$ cat src/rtl/imt_ram.sv
// Generic single-port RAM with registered read.
// No dependencies.
module imt_ram #(
  parameter int WIDTH = 8,
  parameter int DEPTH = 256
) (
  input  logic                     clk,
  input  logic                     we,
  input  logic [$clog2(DEPTH)-1:0] addr,
  input  logic [WIDTH-1:0]         wdata,
  output logic [WIDTH-1:0]         rdata
);
  logic [WIDTH-1:0] mem [DEPTH];
  always_ff @(posedge clk) begin
    if (we) begin
      mem[addr] <= wdata;
    end
    rdata <= mem[addr];
  end
endmodule

$ cat config.mk
export PLATFORM = sky130hd
export DESIGN_NAME = imt_ram
export DESIGN_NICKNAME = d
export VERILOG_FILES = /design/src/rtl/imt_ram.sv
export SDC_FILE = /design/constraint.sdc
export NUM_CORES = 2
export LEC_CHECK = 0
export BUFFER_PORTS_ARGS = -buffer_cell sky130_fd_sc_hd__buf_4
export CORE_MARGIN = 5
export CORE_UTILIZATION = 45
export DETAILED_ROUTE_END_ITERATION = 10
export SLEW_MARGIN = 5
export SYNTH_ARGS = -nofsm -noshare
export SYNTH_HDL_FRONTEND = slang
export SYNTH_SLANG_ARGS = --single-unit
$ cat constraint.sdc
create_clock -name clk -period 5.9 [get_ports clk]
set_input_delay 0.59 -clock clk [delete_from_list [all_inputs] [get_ports clk]]
set_output_delay 0.59 -clock clk [all_outputs]
set_load 0.01 [all_outputs]
After elaboration in Yosys (flattened, before gate mapping):

Memories as Yosys holds them, arrays and structs flattened. A register that Yosys moved wholly into a read port is not among the register bits.
Index checks and enable logic that the tools add are counted.

* bits in registers: 0
* memory bits (writable): 2048
* output and inout port bits: 8
* word-level logic and storage cells: 3
* memories kept: 1

Memories
* mem: words 256, bits a word 8, read ports 1, clocked after Yosys merged registers in 1, write ports 1, RTL line 13 `logic [WIDTH-1:0] mem [DEPTH];`

* multiplexer cells: 2

Operators by type and width (count)
* $mux W1: 2

Logic depth before layout (Yosys ltp):

* word-level depth: 2
* gate-level depth with buffers: 10
* depth with buffers taken out: 5

Worst setup path before layout:

No wires, ideal clock.

* path type: in2reg
* from: input port addr[1]
* to: memory mem[111][0], enable pin
* setup time: 0.370 ns
* arrival time: 2.439 ns
* data required time: 5.530 ns
* slack: 3.091 ns
* stages: 9
* cell sequence: buf_2 > clkbuf_1 > clkbuf_1 > nand2_1 > buf_2 > nor2_1 > nand2_1 > clkbuf_1 > nor2_1

RTL lines
* start: declaration: RTL line 9 `input logic [$clog2(DEPTH)-1:0] addr,`
* end: declaration: RTL line 13

Straight into the memory's write port.

==> impl_summary.log <==
INFO  metric relative_contribution_of_sequential_cells_to_total_power = 0.535
INFO  metric number_of_global_route_vias_before_repair = 37,630
INFO  metric cts_setup_buffers = 0
INFO  metric crit_path_cell_trace = buf_8 -> buf_12 -> buf_4 -> mux4_2 -> a22oi_1 -> a21oi_1 -> o41ai_1 -> nand4_1
INFO  metric rsz0062_at_grt = false
INFO  metric setup-violations-final = 0
INFO  metric drt_first_pass_iters = 5
INFO  metric synth-warning-count = 0
INFO  metric placed_cells = 5,779
INFO  metric drive_above_1_share = 0.2471
INFO  metric dieHeight = 427.6 um
INFO  metric detail_route.wirelength = 189.4 mm
INFO  metric r2r-start = mem[126][7]
INFO  metric max_cap_viol_count = 0
INFO  metric holdCritPathClass = in2reg
INFO  metric summed_instance_area_of_the_synthesized_netlist = 78,490 um^2
INFO  metric min_period_over_period = 0.6354
INFO  metric timing.final.max_slew_violations = 0
INFO  metric clock_path_buffers = 3
INFO  metric reg2reg_slack = 2.96 ns
INFO  metric fp.dieArea = 182,900 um^2
INFO  metric timing.critical_path.required = 6.55 ns
INFO  metric grt_antenna_before_repair = 5
INFO  metric grt_max_degree = 231
INFO  metric crit_path_end = rdata[2]
INFO  metric rows = 153
INFO  metric layout.nets = 3,679
INFO  metric final.setup_skew = 0.03522 ns
INFO  metric final_area = 88,250 um^2
INFO  metric leakagePower = 26.59 nW
INFO  metric path_delay_family = compound AO/OA/AOI/OAI gates
INFO  metric yosys.area.top_type_share = 0.7835
INFO  metric netSwitchingPower = 6.357 mW
INFO  metric tightest_slew = 1.488 ns
INFO  metric route.detailed.drc = 0
INFO  metric status = complete, no violations
INFO  metric io-pin-count = 26
INFO  metric clock_power_share = 0.420
INFO  metric critPathArrivalTime = 4.40 ns
INFO  metric cp_max_fo = 71
INFO  metric cp.depth = 8
INFO  metric cts-htree-levels = 4
INFO  metric drt_iter0_markers = 3,982
INFO  metric synth_most_common_cell = sky130_fd_sc_hd__edfxtp_1
INFO  metric chipWidth = 427.6 um
INFO  metric detail-route-antenna-nets = 0
INFO  metric fillerInstances = 13,540
INFO  metric netSwitchingFraction = 0.2110
INFO  metric wp_buf_inv = 3
INFO  metric placedInstanceArea = 81,720 um^2
INFO  metric crit_path_start = addr[0]
INFO  metric number_of_flops_mapped_to_enable_cells_by_yosys = 2,048
INFO  metric netlist-cell-type-count = 22
INFO  metric max-slew-margin-rel = 0.008086
INFO  metric worst_slack = 2.151 ns
INFO  metric clkSlewWorstSetupHoldPaths = 0.06 ns
INFO  metric synth_seq_area_share = 0.7855
INFO  metric vdd_drop_max = 0.3179 mV
INFO  metric delay_contributed_by_the_slowest_stage_of_the_critical_path = 1.16 ns
INFO  metric cp-end-kind = flop
INFO  metric fin_setup_tns = 0 ns
INFO  metric tritoncts_clock_tree = built
INFO  metric syn_avg_cell_area = 22.13 um^2
INFO  metric timing.fmax = 0.2667 GHz
INFO  metric wl_per_cell = 30.77 um
INFO  metric synth_seq_cells = 2,056
INFO  metric core_region_area = 173,600 um^2
INFO  metric place_congestion = 0.7792
INFO  metric insertion_delay = 0.84 ns
INFO  metric post_synth_inst_count = 3,547
INFO  metric global_route.overflow_total = 0
INFO  metric grt.total_usage = 0.2080
INFO  metric number_of_i_o_port_buffers = 25
INFO  metric routed_via_density = 5.998
INFO  metric critPathSlowestCell = sky130_fd_sc_hd__o41ai_1
INFO  metric post_layout_nonfiller_instances = 6,156
INFO  metric ff_to_ff_end = rdata[7]
INFO  metric combinationalPowerShare = 0.044
INFO  metric initial_utilization = 0.4521
INFO  metric clock-sinks = 2,056
INFO  metric critical_path_class = in2reg
INFO  metric synth_common_cells = sky130_fd_sc_hd__edfxtp_1 (2,048), sky130_fd_sc_hd__mux4_2 (512), sky130_fd_sc_hd__a22oi_1 (256)
INFO  metric kind_of_start_point_of_the_critical_path = input pin
INFO  metric ys_top_cells_by_area = sky130_fd_sc_hd__edfxtp_1 (78%), sky130_fd_sc_hd__mux4_2 (15%), sky130_fd_sc_hd__a22oi_1 (2.4%), sky130_fd_sc_hd__nor2_1 (1.1%), sky130_fd_sc_hd__a21oi_1 (0.82%)
INFO  metric sequential_cell_area = 61,660 um^2
INFO  metric power_density = 341.4 nW/um^2
INFO  metric hold_viol_final = 0
INFO  metric via_count = 36,920
INFO  metric syn_to_final_growth = 12.43%
INFO  metric grt_first_pass_wirelength = 274.3 mm
INFO  metric dp_hpwl = 108.7 mm
INFO  metric multi_input_combinational_cell_area = 15,820 um^2
INFO  metric clockRootBuffer = sky130_fd_sc_hd__clkbuf_16
INFO  metric number_of_buffers_inserted_during_clock_tree_synthesis = 205
INFO  metric internal_power = 23.77 mW
INFO  metric final_period_minus_worst_setup_slack = 3.749 ns
INFO  metric syn-num-nets = 3,565
INFO  metric post_cts_resized = 0
INFO  metric ys_dominant_reg_cell = sky130_fd_sc_hd__edfxtp_1
INFO  metric post_synth_arst_share = 0
INFO  metric reg2regPathDepth = 6
INFO  metric postCtsHoldBufs = 0
INFO  metric dpl_worst_slack = 1.251 ns
INFO  metric synth_largest_area_cell = sky130_fd_sc_hd__edfxtp_1
## through the flow
step	hold slack [ns]	power, mW	util
2_1_floorplan	0.6889	17.14	-
3_3_place_gp	0.9190	17.78	0.4706
3_5_place_dp	0.8860	17.80	0.4707
4_1_cts	0.06465	30.37	0.5082
5_1_grt	0.1007	31.03	0.5082
6_report	0.1315	30.13	0.5083
## layout make-up
class / count / share of cell area
repair buffers: 139 / 0.01523
multi-input cells: 1258 / 0.1793
clock buffers: 263 / 0.06200
inverters: 1 / 0.00004253
well taps: 2325 / 0.03296
flip-flops and latches: 2056 / 0.6987
clock inverters: 112 / 0.01174
diodes: 2 / 0.00005671
## routing by layer
metal | GRT usage | wire length, um
met1 | 0.2954 | 79000
met2 | 0.3346 | 92640
met3 | 0.04147 | 13100
met4 | 0.05403 | 4630
met5 | 0 | 41
## worst reg2reg max path: cells and delay by family, from the launching register on
family          cells  cell delay [ns]
compound gates      3             1.55
buf+inv             1             0.30
flops               1             0.37
mux                 1             0.50
simple gates        1             0.10
## state kept, by name (all words and copies together), names as in the netlist
register / count
mem: 2048
rdata: 8
## placed cells by master, fill, tap and decap left out, drive strengths merged
cell / n
edfxtp: 2048
mux4: 512
clkbuf: 263
a22oi: 256
nor2: 232
buf: 139
a21oi: 128
clkinv: 84
o41ai: 32
nor3: 30
nand2: 28
bufinv: 15
nand3: 13
inv: 10
nand4: 8
dfxtp: 8
nor2b: 7
nand2b: 6
clkinvlp: 4
and2: 3
diode: 2
or2: 2
or3: 1
## power by group through the flow
stage | combinational [mW] | sequential, mW | clock, mW
detailed placement | 1.36 | 16.4 | 0
finish | 1.34 | 16.1 | 12.7
global placement | 1.34 | 16.4 | 0
global route | 1.42 | 16.1 | 13.5
floorplan | 0.715 | 16.4 | 0
CTS | 1.36 | 16.1 | 12.9
## kinds of logic after synthesis
family,count (synthesis),share of synthesized area
multiplexers,512,0.1469
AO/OA/AOI/OAI,416,0.03622
buffers and inverters,233,0.01401
AND/OR/NAND/NOR,330,0.01733
flip-flops,2056,0.7855
## how the worst min path moves through the flow
stage,startpoint,end,slack (ns),cells past startpoint
floorplan,wdata[0],mem[0][0],0.69,0
global route,wdata[4],mem[200][4],0.10,1
detailed placement,mem[131][7],rdata[7],0.89,5
CTS,wdata[4],mem[200][4],0.06,1
finish,wdata[4],mem[200][4],0.13,1
global placement,mem[130][7],rdata[7],0.92,5
Note: power is estimated with default switching activity, not from simulation.
