File: src/rtl/imt_pkg.sv
// Package for the iterative mean threshold block: widths, states, status codes.
// No dependencies.
package imt_pkg;
  localparam int PIXEL_BITS = 12;
  localparam int MAX_PIXELS_LOG2 = 20;
  localparam int GREY_LEVELS = 1 << PIXEL_BITS;
  localparam int CNT_W = MAX_PIXELS_LOG2;
  localparam int SUM_W = CNT_W + PIXEL_BITS;
  localparam logic [CNT_W-1:0] PIXEL_CAP = {CNT_W{1'b1}};
  localparam logic [15:0] INIT_THR_RST = 16'd128;
  localparam logic [7:0] ITER_LIM_RST = 8'd64;
  localparam logic CFG_INIT_THR = 1'b0;

  typedef enum logic [1:0] {
    ST_CONVERGED = 2'd0,
    ST_NO_ABOVE  = 2'd1,
    ST_NO_BELOW  = 2'd2,
    ST_LIMIT     = 2'd3
  } status_t;

  typedef enum logic [3:0] {
    S_COLLECT, S_CLEAR, S_START, S_SPLIT, S_SPLIT_LAST, S_DIV_A, S_DIV_B,
    S_UPDATE, S_DONE
  } state_t;

  typedef struct packed {
    logic             start;
    logic [SUM_W-1:0] num;
    logic [CNT_W-1:0] den;
  } div_req_t;

  typedef struct packed {
    logic             busy;
    logic             done;
    logic [SUM_W-1:0] quo;
  } div_rsp_t;
endpackage

File: src/rtl/imt_div.sv
// Restoring divider, one quotient bit per cycle, shared by both class means.
// Depends on imt_pkg.
module imt_div import imt_pkg::*; (
  input  logic     clk,
  input  logic     rst_n,
  input  div_req_t req,
  output div_rsp_t rsp
);
  localparam int CW = $clog2(SUM_W + 1);
  logic [SUM_W-1:0] quo_r, quo_nxt;
  logic [CNT_W:0]   rem_r, rem_nxt;
  logic [CNT_W-1:0] den_r, den_nxt;
  logic [CW-1:0]    cnt_r, cnt_nxt;
  logic             busy_r, busy_nxt, done_r, done_nxt;
  logic [CNT_W:0]   trial;

  always_comb begin
    quo_nxt = quo_r;
    rem_nxt = rem_r;
    den_nxt = den_r;
    cnt_nxt = cnt_r;
    busy_nxt = busy_r;
    done_nxt = 1'b0;
    trial = {rem_r[CNT_W-1:0], quo_r[SUM_W-1]};
    if (req.start) begin
      quo_nxt = req.num;
      rem_nxt = '0;
      den_nxt = req.den;
      cnt_nxt = CW'(SUM_W);
      busy_nxt = 1'b1;
    end else if (busy_r) begin
      if (trial >= {1'b0, den_r}) begin
        rem_nxt = trial - {1'b0, den_r};
        quo_nxt = {quo_r[SUM_W-2:0], 1'b1};
      end else begin
        rem_nxt = trial;
        quo_nxt = {quo_r[SUM_W-2:0], 1'b0};
      end
      cnt_nxt = cnt_r - CW'(1);
      if (cnt_r == CW'(1)) begin
        busy_nxt = 1'b0;
        done_nxt = 1'b1;
      end
    end
  end

  always_ff @(posedge clk) begin
    if (!rst_n) begin
      busy_r <= 1'b0;
      done_r <= 1'b0;
      cnt_r <= '0;
    end else begin
      busy_r <= busy_nxt;
      done_r <= done_nxt;
      cnt_r <= cnt_nxt;
    end
    quo_r <= quo_nxt;
    rem_r <= rem_nxt;
    den_r <= den_nxt;
  end

  assign rsp.busy = busy_r;
  assign rsp.done = done_r;
  assign rsp.quo = quo_r;
endmodule

File: config.mk
export PLATFORM = sky130hd
export DESIGN_NAME = imt_div
export DESIGN_NICKNAME = d
export VERILOG_FILES = /design/src/rtl/imt_pkg.sv /design/src/rtl/imt_div.sv
export SDC_FILE = /design/constraint.sdc
export NUM_CORES = 1
export LEC_CHECK = 0
export BUFFER_PORTS_ARGS = -buffer_cell sky130_fd_sc_hd__clkbuf_2
export CAP_MARGIN = 20
export CORE_MARGIN = 2
export CORE_UTILIZATION = 45
export CTS_CLUSTER_DIAMETER = 40
export DETAILED_ROUTE_END_ITERATION = 10
export GPL_TIMING_DRIVEN = 0
export MAX_ROUTING_LAYER = met4
export PLACE_DENSITY = 0.79
export SETUP_SLACK_MARGIN = 0.3
export SYNTH_ARGS = -nofsm -noshare
export SYNTH_HDL_FRONTEND = slang
export SYNTH_SLANG_ARGS = --single-unit
export TNS_END_PERCENT = 30
File: constraint.sdc
create_clock -name clk -period 4.85 [get_ports clk]
set_input_delay 0.485 -clock clk [delete_from_list [all_inputs] [get_ports clk]]
set_output_delay 0.485 -clock clk [all_outputs]
set_load 0.02 [all_outputs]
### Yosys cells after proc, flatten, opt, wreduce, memory -nomap -nowiden

Cells that the tools add are included.

* add/sub/neg operators: 2
* $lt $le $gt $ge: 1
* eq/ne operators: 1
* mux-type cells: 10
* bitwise logic cells: 2
* reduce and logical (&&, ||, !) cells: 3

Operators by type and width (count)
* 32-bit 2-to-1 mux: 2
* 21-bit by 20-bit >= comparator with 1-bit output: 1
* 20-bit 2-to-1 mux: 1
* 20-bit subtractor: 1
* 6-bit 2-to-1 mux: 2
* 6-bit by 1-bit == test with 1-bit output (second input constant): 1
* 6-bit by 1-bit subtractor with 6-bit output (second input constant): 1
* 1-bit 2-to-1 mux: 5
* 3-bit OR reduction: 1
* 1-bit inverter: 2
* 2-bit nonzero test: 1
* 2-bit OR reduction: 1

* register bits: 80

### Depth between registers and ports, before layout

* depth after elaboration: 4
* depth in mapped cells: 11

### Worst setup path after synthesis

OpenSTA, ideal clock, no wires.

* path type: register to register
* from: reg quo_r[31]
* to: reg rem_r[18]
* data arrival time: 2.408 ns
* data required time: 4.763 ns
* setup slack: 2.354 ns
* cell stages (with the launch flop): 11
* buffers on the path: 0
* period minus slack after synthesis: 2.496 ns
* path through: edfxtp_1 inv_1 ha_1 fa_1 nand2b_1 a21oi_1 o22ai_1 or4_1 o21ai_1 xnor2_1 o31ai_1

* word-level cells in the longest chain between the ends: 2
* elaborated cells on any way between the ends: 3
* classes of those cells: add/sub: 1; order compare: 1; mux: 1

Ends and longest elaborated chain
* from (decl): line imt_div.sv:10 `logic [SUM_W-1:0] quo_r, quo_nxt;`
* from (signal assigned): line imt_div.sv:57 `quo_r <= quo_nxt;`
* 20-bit subtractor or 21-bit by 20-bit >= comparator with 1-bit output (tied branches): line imt_div.sv:33, imt_div.sv:32
* 20-bit 2-to-1 mux (*): line imt_div.sv:32 `if (trial >= {1'b0, den_r}) begin`
* to (signal assigned): line imt_div.sv:58 `rem_r <= rem_nxt;`
* to (decl): line imt_div.sv:11 `logic [CNT_W:0] rem_r, rem_nxt;`

Every way passes the cells marked *; elsewhere a longest branch is shown, timed or not.
A chain may end at the register's enable or synchronous reset.

### Worst setup path after layout

Same ends and word-level chain as after synthesis.

==> results.tsv <==
stage	metric	value	unit
run_status	status	finished, final reports clean	
synthesis	Main synth FF type	edfxtp_1	
synthesis	Net Count, Synth	486	
placement	port bufs	88	
floorplan	Die H	103	um
synthesis	synth warn	0	
synthesis	Post-Synthesis Mean Instance Area	10.8	um2
global_route	total gr overflow	0	
job	total of max-cap violations	0	
cts	setup repair bufs after CTS	0	
synthesis	Syn Inst Count	408	
synthesis	Cell variety after synth	58	
routing	drt drc	0	
worst_setup_path	crit path max fanout	6	
floorplan	Die ar.	10600	um2
worst_setup_path	Critical Path Source Type	flop	
worst_setup_path	cells along the critical path	inv_1 -> ha_1 -> fa_1 -> nand2b_1 -> a21oi_1 -> o22ai_1 -> or4_1 -> o21ai_1 -> xnor2_1 -> o31ai_1	
timing	Setup-failing EPs final	0	
synthesis	number of synthesized flops with an enable pin	52	
routing	Avg WL per Cell	15.7	um
cts	Worst-Skew Late Latency	0.36	ns
timing	setup TNS	0	ns
floorplan	Core Area	9640	um2
routing	Pre-antenna DRT Iters	5	
synthesis	ys async rst share	0	%
cts	CTS root buf	clkbuf_8	
worst_setup_path	crit end category	flop	
worst_setup_path	max incr delay on CP	0.44	ns
cts	H-tree levels	3	
global_route	gr usage total	20.4	%
global_route	first-pass GRT wire length	16100	um
layout	most frequent cells in the layout	clkbuf_2, edfxtp_1, inv_1, mux2_2, nor2_1	
timing	min Tclk post-route	2.87	ns
timing	final hold viol count	0	
cts	CTS tree	yes	
global_route	largest net degree at the start of global routing	33	
power_and_ir_drop	Worst VDD drop	0.278	mV
layout	Layout Cells excl Fill	646	
hold_path	worst hold path class	input pin to flop	
cts	CTS Buf Count	9	
timing	final period utilization	59.1	%
synthesis	synthesized cell area	4390	um2
global_route	vias in the first global route	3309	
layout	share of post-route cells with drive strength above 1	30.6	%
worst_setup_path	Crit Path Class	flop to flop	
cts	CTS sink count	80	
placement	dpl cells	629	
routing	initial DRC count	252	
cts	hold buffers post-CTS	0	
power_and_ir_drop	Leak	2.24	nW
timing	Slew @ Worst Pin	0.804	ns
timing	worst clock skew	0.0132	ns
routing	Via-to-Cell Ratio	5.37	
floorplan	initial core utilization	45.5	%
layout	fill cell count	873	
layout	Area Growth Syn to Fin	19.0	%
timing	RSZ-0062 raised after global routing	no	
worst_setup_path	r2r worst-path depth	10	
placement	pre-CTS worst setup slack	1.75	ns
synthesis	register area share after synthesis	48.4	%
cts	Clock transition at path regs	0.09	ns
timing	Final Worst Setup Slack	1.98	ns
power_and_ir_drop	power per standard cell area	321	nW/um2
placement	Post-Place Cell Area	4990	um2
floorplan	I/O Pins	89	
timing	Pins Over Slew Limit	0	
floorplan	row cnt	36	
placement	post-DP HPWL	7400	um
worst_setup_path	CP startpoint	quo_r[31]	
synthesis	FF+latch count, synth	80	
worst_setup_path	Worst path slowest cell	or4_1	
layout	ANT cells	0	
worst_setup_path	reg2reg end	rem_r[18]	
worst_setup_path	Critical path buffers and inverters	1	
worst_setup_path	CP endpoint	rem_r[18]	
layout	commonest non-fill, non-tap cell in the layout	clkbuf_2	
placement	RePlAce Congestion	0.948	
routing	detailed-route via count	3469	
routing	Post-Route WL	10100	um
cts	worst-case clock buffer depth	2	
timing	relative slew slack	46.2	%
worst_setup_path	CP required	5.12	ns
routing	antenna viol nets, final	0	
worst_setup_path	CP Depth	10	
worst_setup_path	reg-to-reg critical path startpoint	quo_r[31]	
worst_setup_path	Reg2Reg Setup Slack	1.98	ns
timing	max frequency	349	MHz
worst_setup_path	Worst EP arrival	3.13	ns
worst_setup_path	critical path's top delay family	compound AO/OA/AOI/OAI gates	
layout	nets	586	
floorplan	Chip Width	103	um
layout	final instance area	5220	um2
hold_path	hold depth	1	
global_route	initial antenna violation count	0	
cts	post_cts resized	0	
-- power by group --
group / total (mW) / switching [mW] / internal, mW / leakage, nW
sequential: 0.818 / 0.0301 / 0.788 / 0.746
combinational: 0.346 / 0.205 / 0.141 / 1.40
clock: 0.511 / 0.269 / 0.242 / 0.100
total: 1.68 / 0.504 / 1.17 / 2.24
-- cell type report --
cell class	instances	area (um2)	area share (%)
clock inverters	7	77.6	1.49
repair buffers	89	468	8.96
plain buffers	17	93.8	1.80
clock buffers	9	124	2.37
inverters	31	116	2.23
well taps	133	166	3.19
flip-flops and latches	80	2120	40.6
multi-input cells	280	2060	39.4
-- sequential cells by signal, indices dropped and copies added, names as in the netlist --
signal / flops
busy_r: 1
rem_r: 20
done_r: 1
den_r: 20
cnt_r: 6
quo_r: 32
-- cell usage after synthesis, drive strengths merged (9+ instances only) --
| master | count | area share (%) |
|---|---|---|
| mux2 | 31 | 8.0 |
| o21ai | 23 | 2.7 |
| nor3 | 13 | 1.7 |
| buf | 9 | 1.4 |
| a21oi | 21 | 2.6 |
| nor2 | 31 | 2.8 |
| ha | 22 | 6.3 |
| nand2 | 28 | 2.5 |
| edfxtp | 52 | 36 |
| inv | 31 | 2.7 |
| a211oi | 10 | 1.9 |
| xnor2 | 10 | 2.0 |
| dfxtp | 28 | 13 |
| nand3 | 13 | 1.5 |
| xor2 | 9 | 1.8 |
| mux2i | 9 | 2.1 |
-- worst min-delay path by stage --
stage | start | to | slack (ns)
CTS | req[10] | den_r[10] | 0.28
finish | req[10] | den_r[10] | 0.29
detailed placement | rem_r[19] | rem_r[19] | 0.46
global placement | rem_r[19] | rem_r[19] | 0.45
floorplan | rem_r[19] | rem_r[19] | 0.44
global route | req[5] | den_r[5] | 0.28
-- cells by family after synthesis --
| family | Yosys count | synth area share [%] |
|---|---|---|
| adder cells (fa/ha/maj) | 23 | 6.73 |
| AO/OA/AOI/OAI | 88 | 14.0 |
| multiplexers | 40 | 10.0 |
| buffers and inverters | 48 | 4.79 |
| XOR/XNOR | 19 | 3.79 |
| flip-flops | 80 | 48.4 |
| AND/OR/NAND/NOR | 110 | 12.3 |
-- per-layer routing --
layer,track usage (%),wire length [um],share of wire (%)
met4,7.59,209,2.1
met1,26.2,4340,43
met5,-,0,0
met2,32.5,5030,50
met3,3.66,546,5.4
-- through the flow --
stage | util, % | power, mW | hold WS (ns)
after floorplan | - | 1.07 | 0.437
after global placement | 51.8 | 1.16 | 0.454
after detailed placement | 51.8 | 1.17 | 0.462
after CTS | 53.9 | 1.68 | 0.281
after global routing | 54.2 | 1.75 | 0.277
final | 54.2 | 1.68 | 0.292
Power figures use the tool's default switching activity.
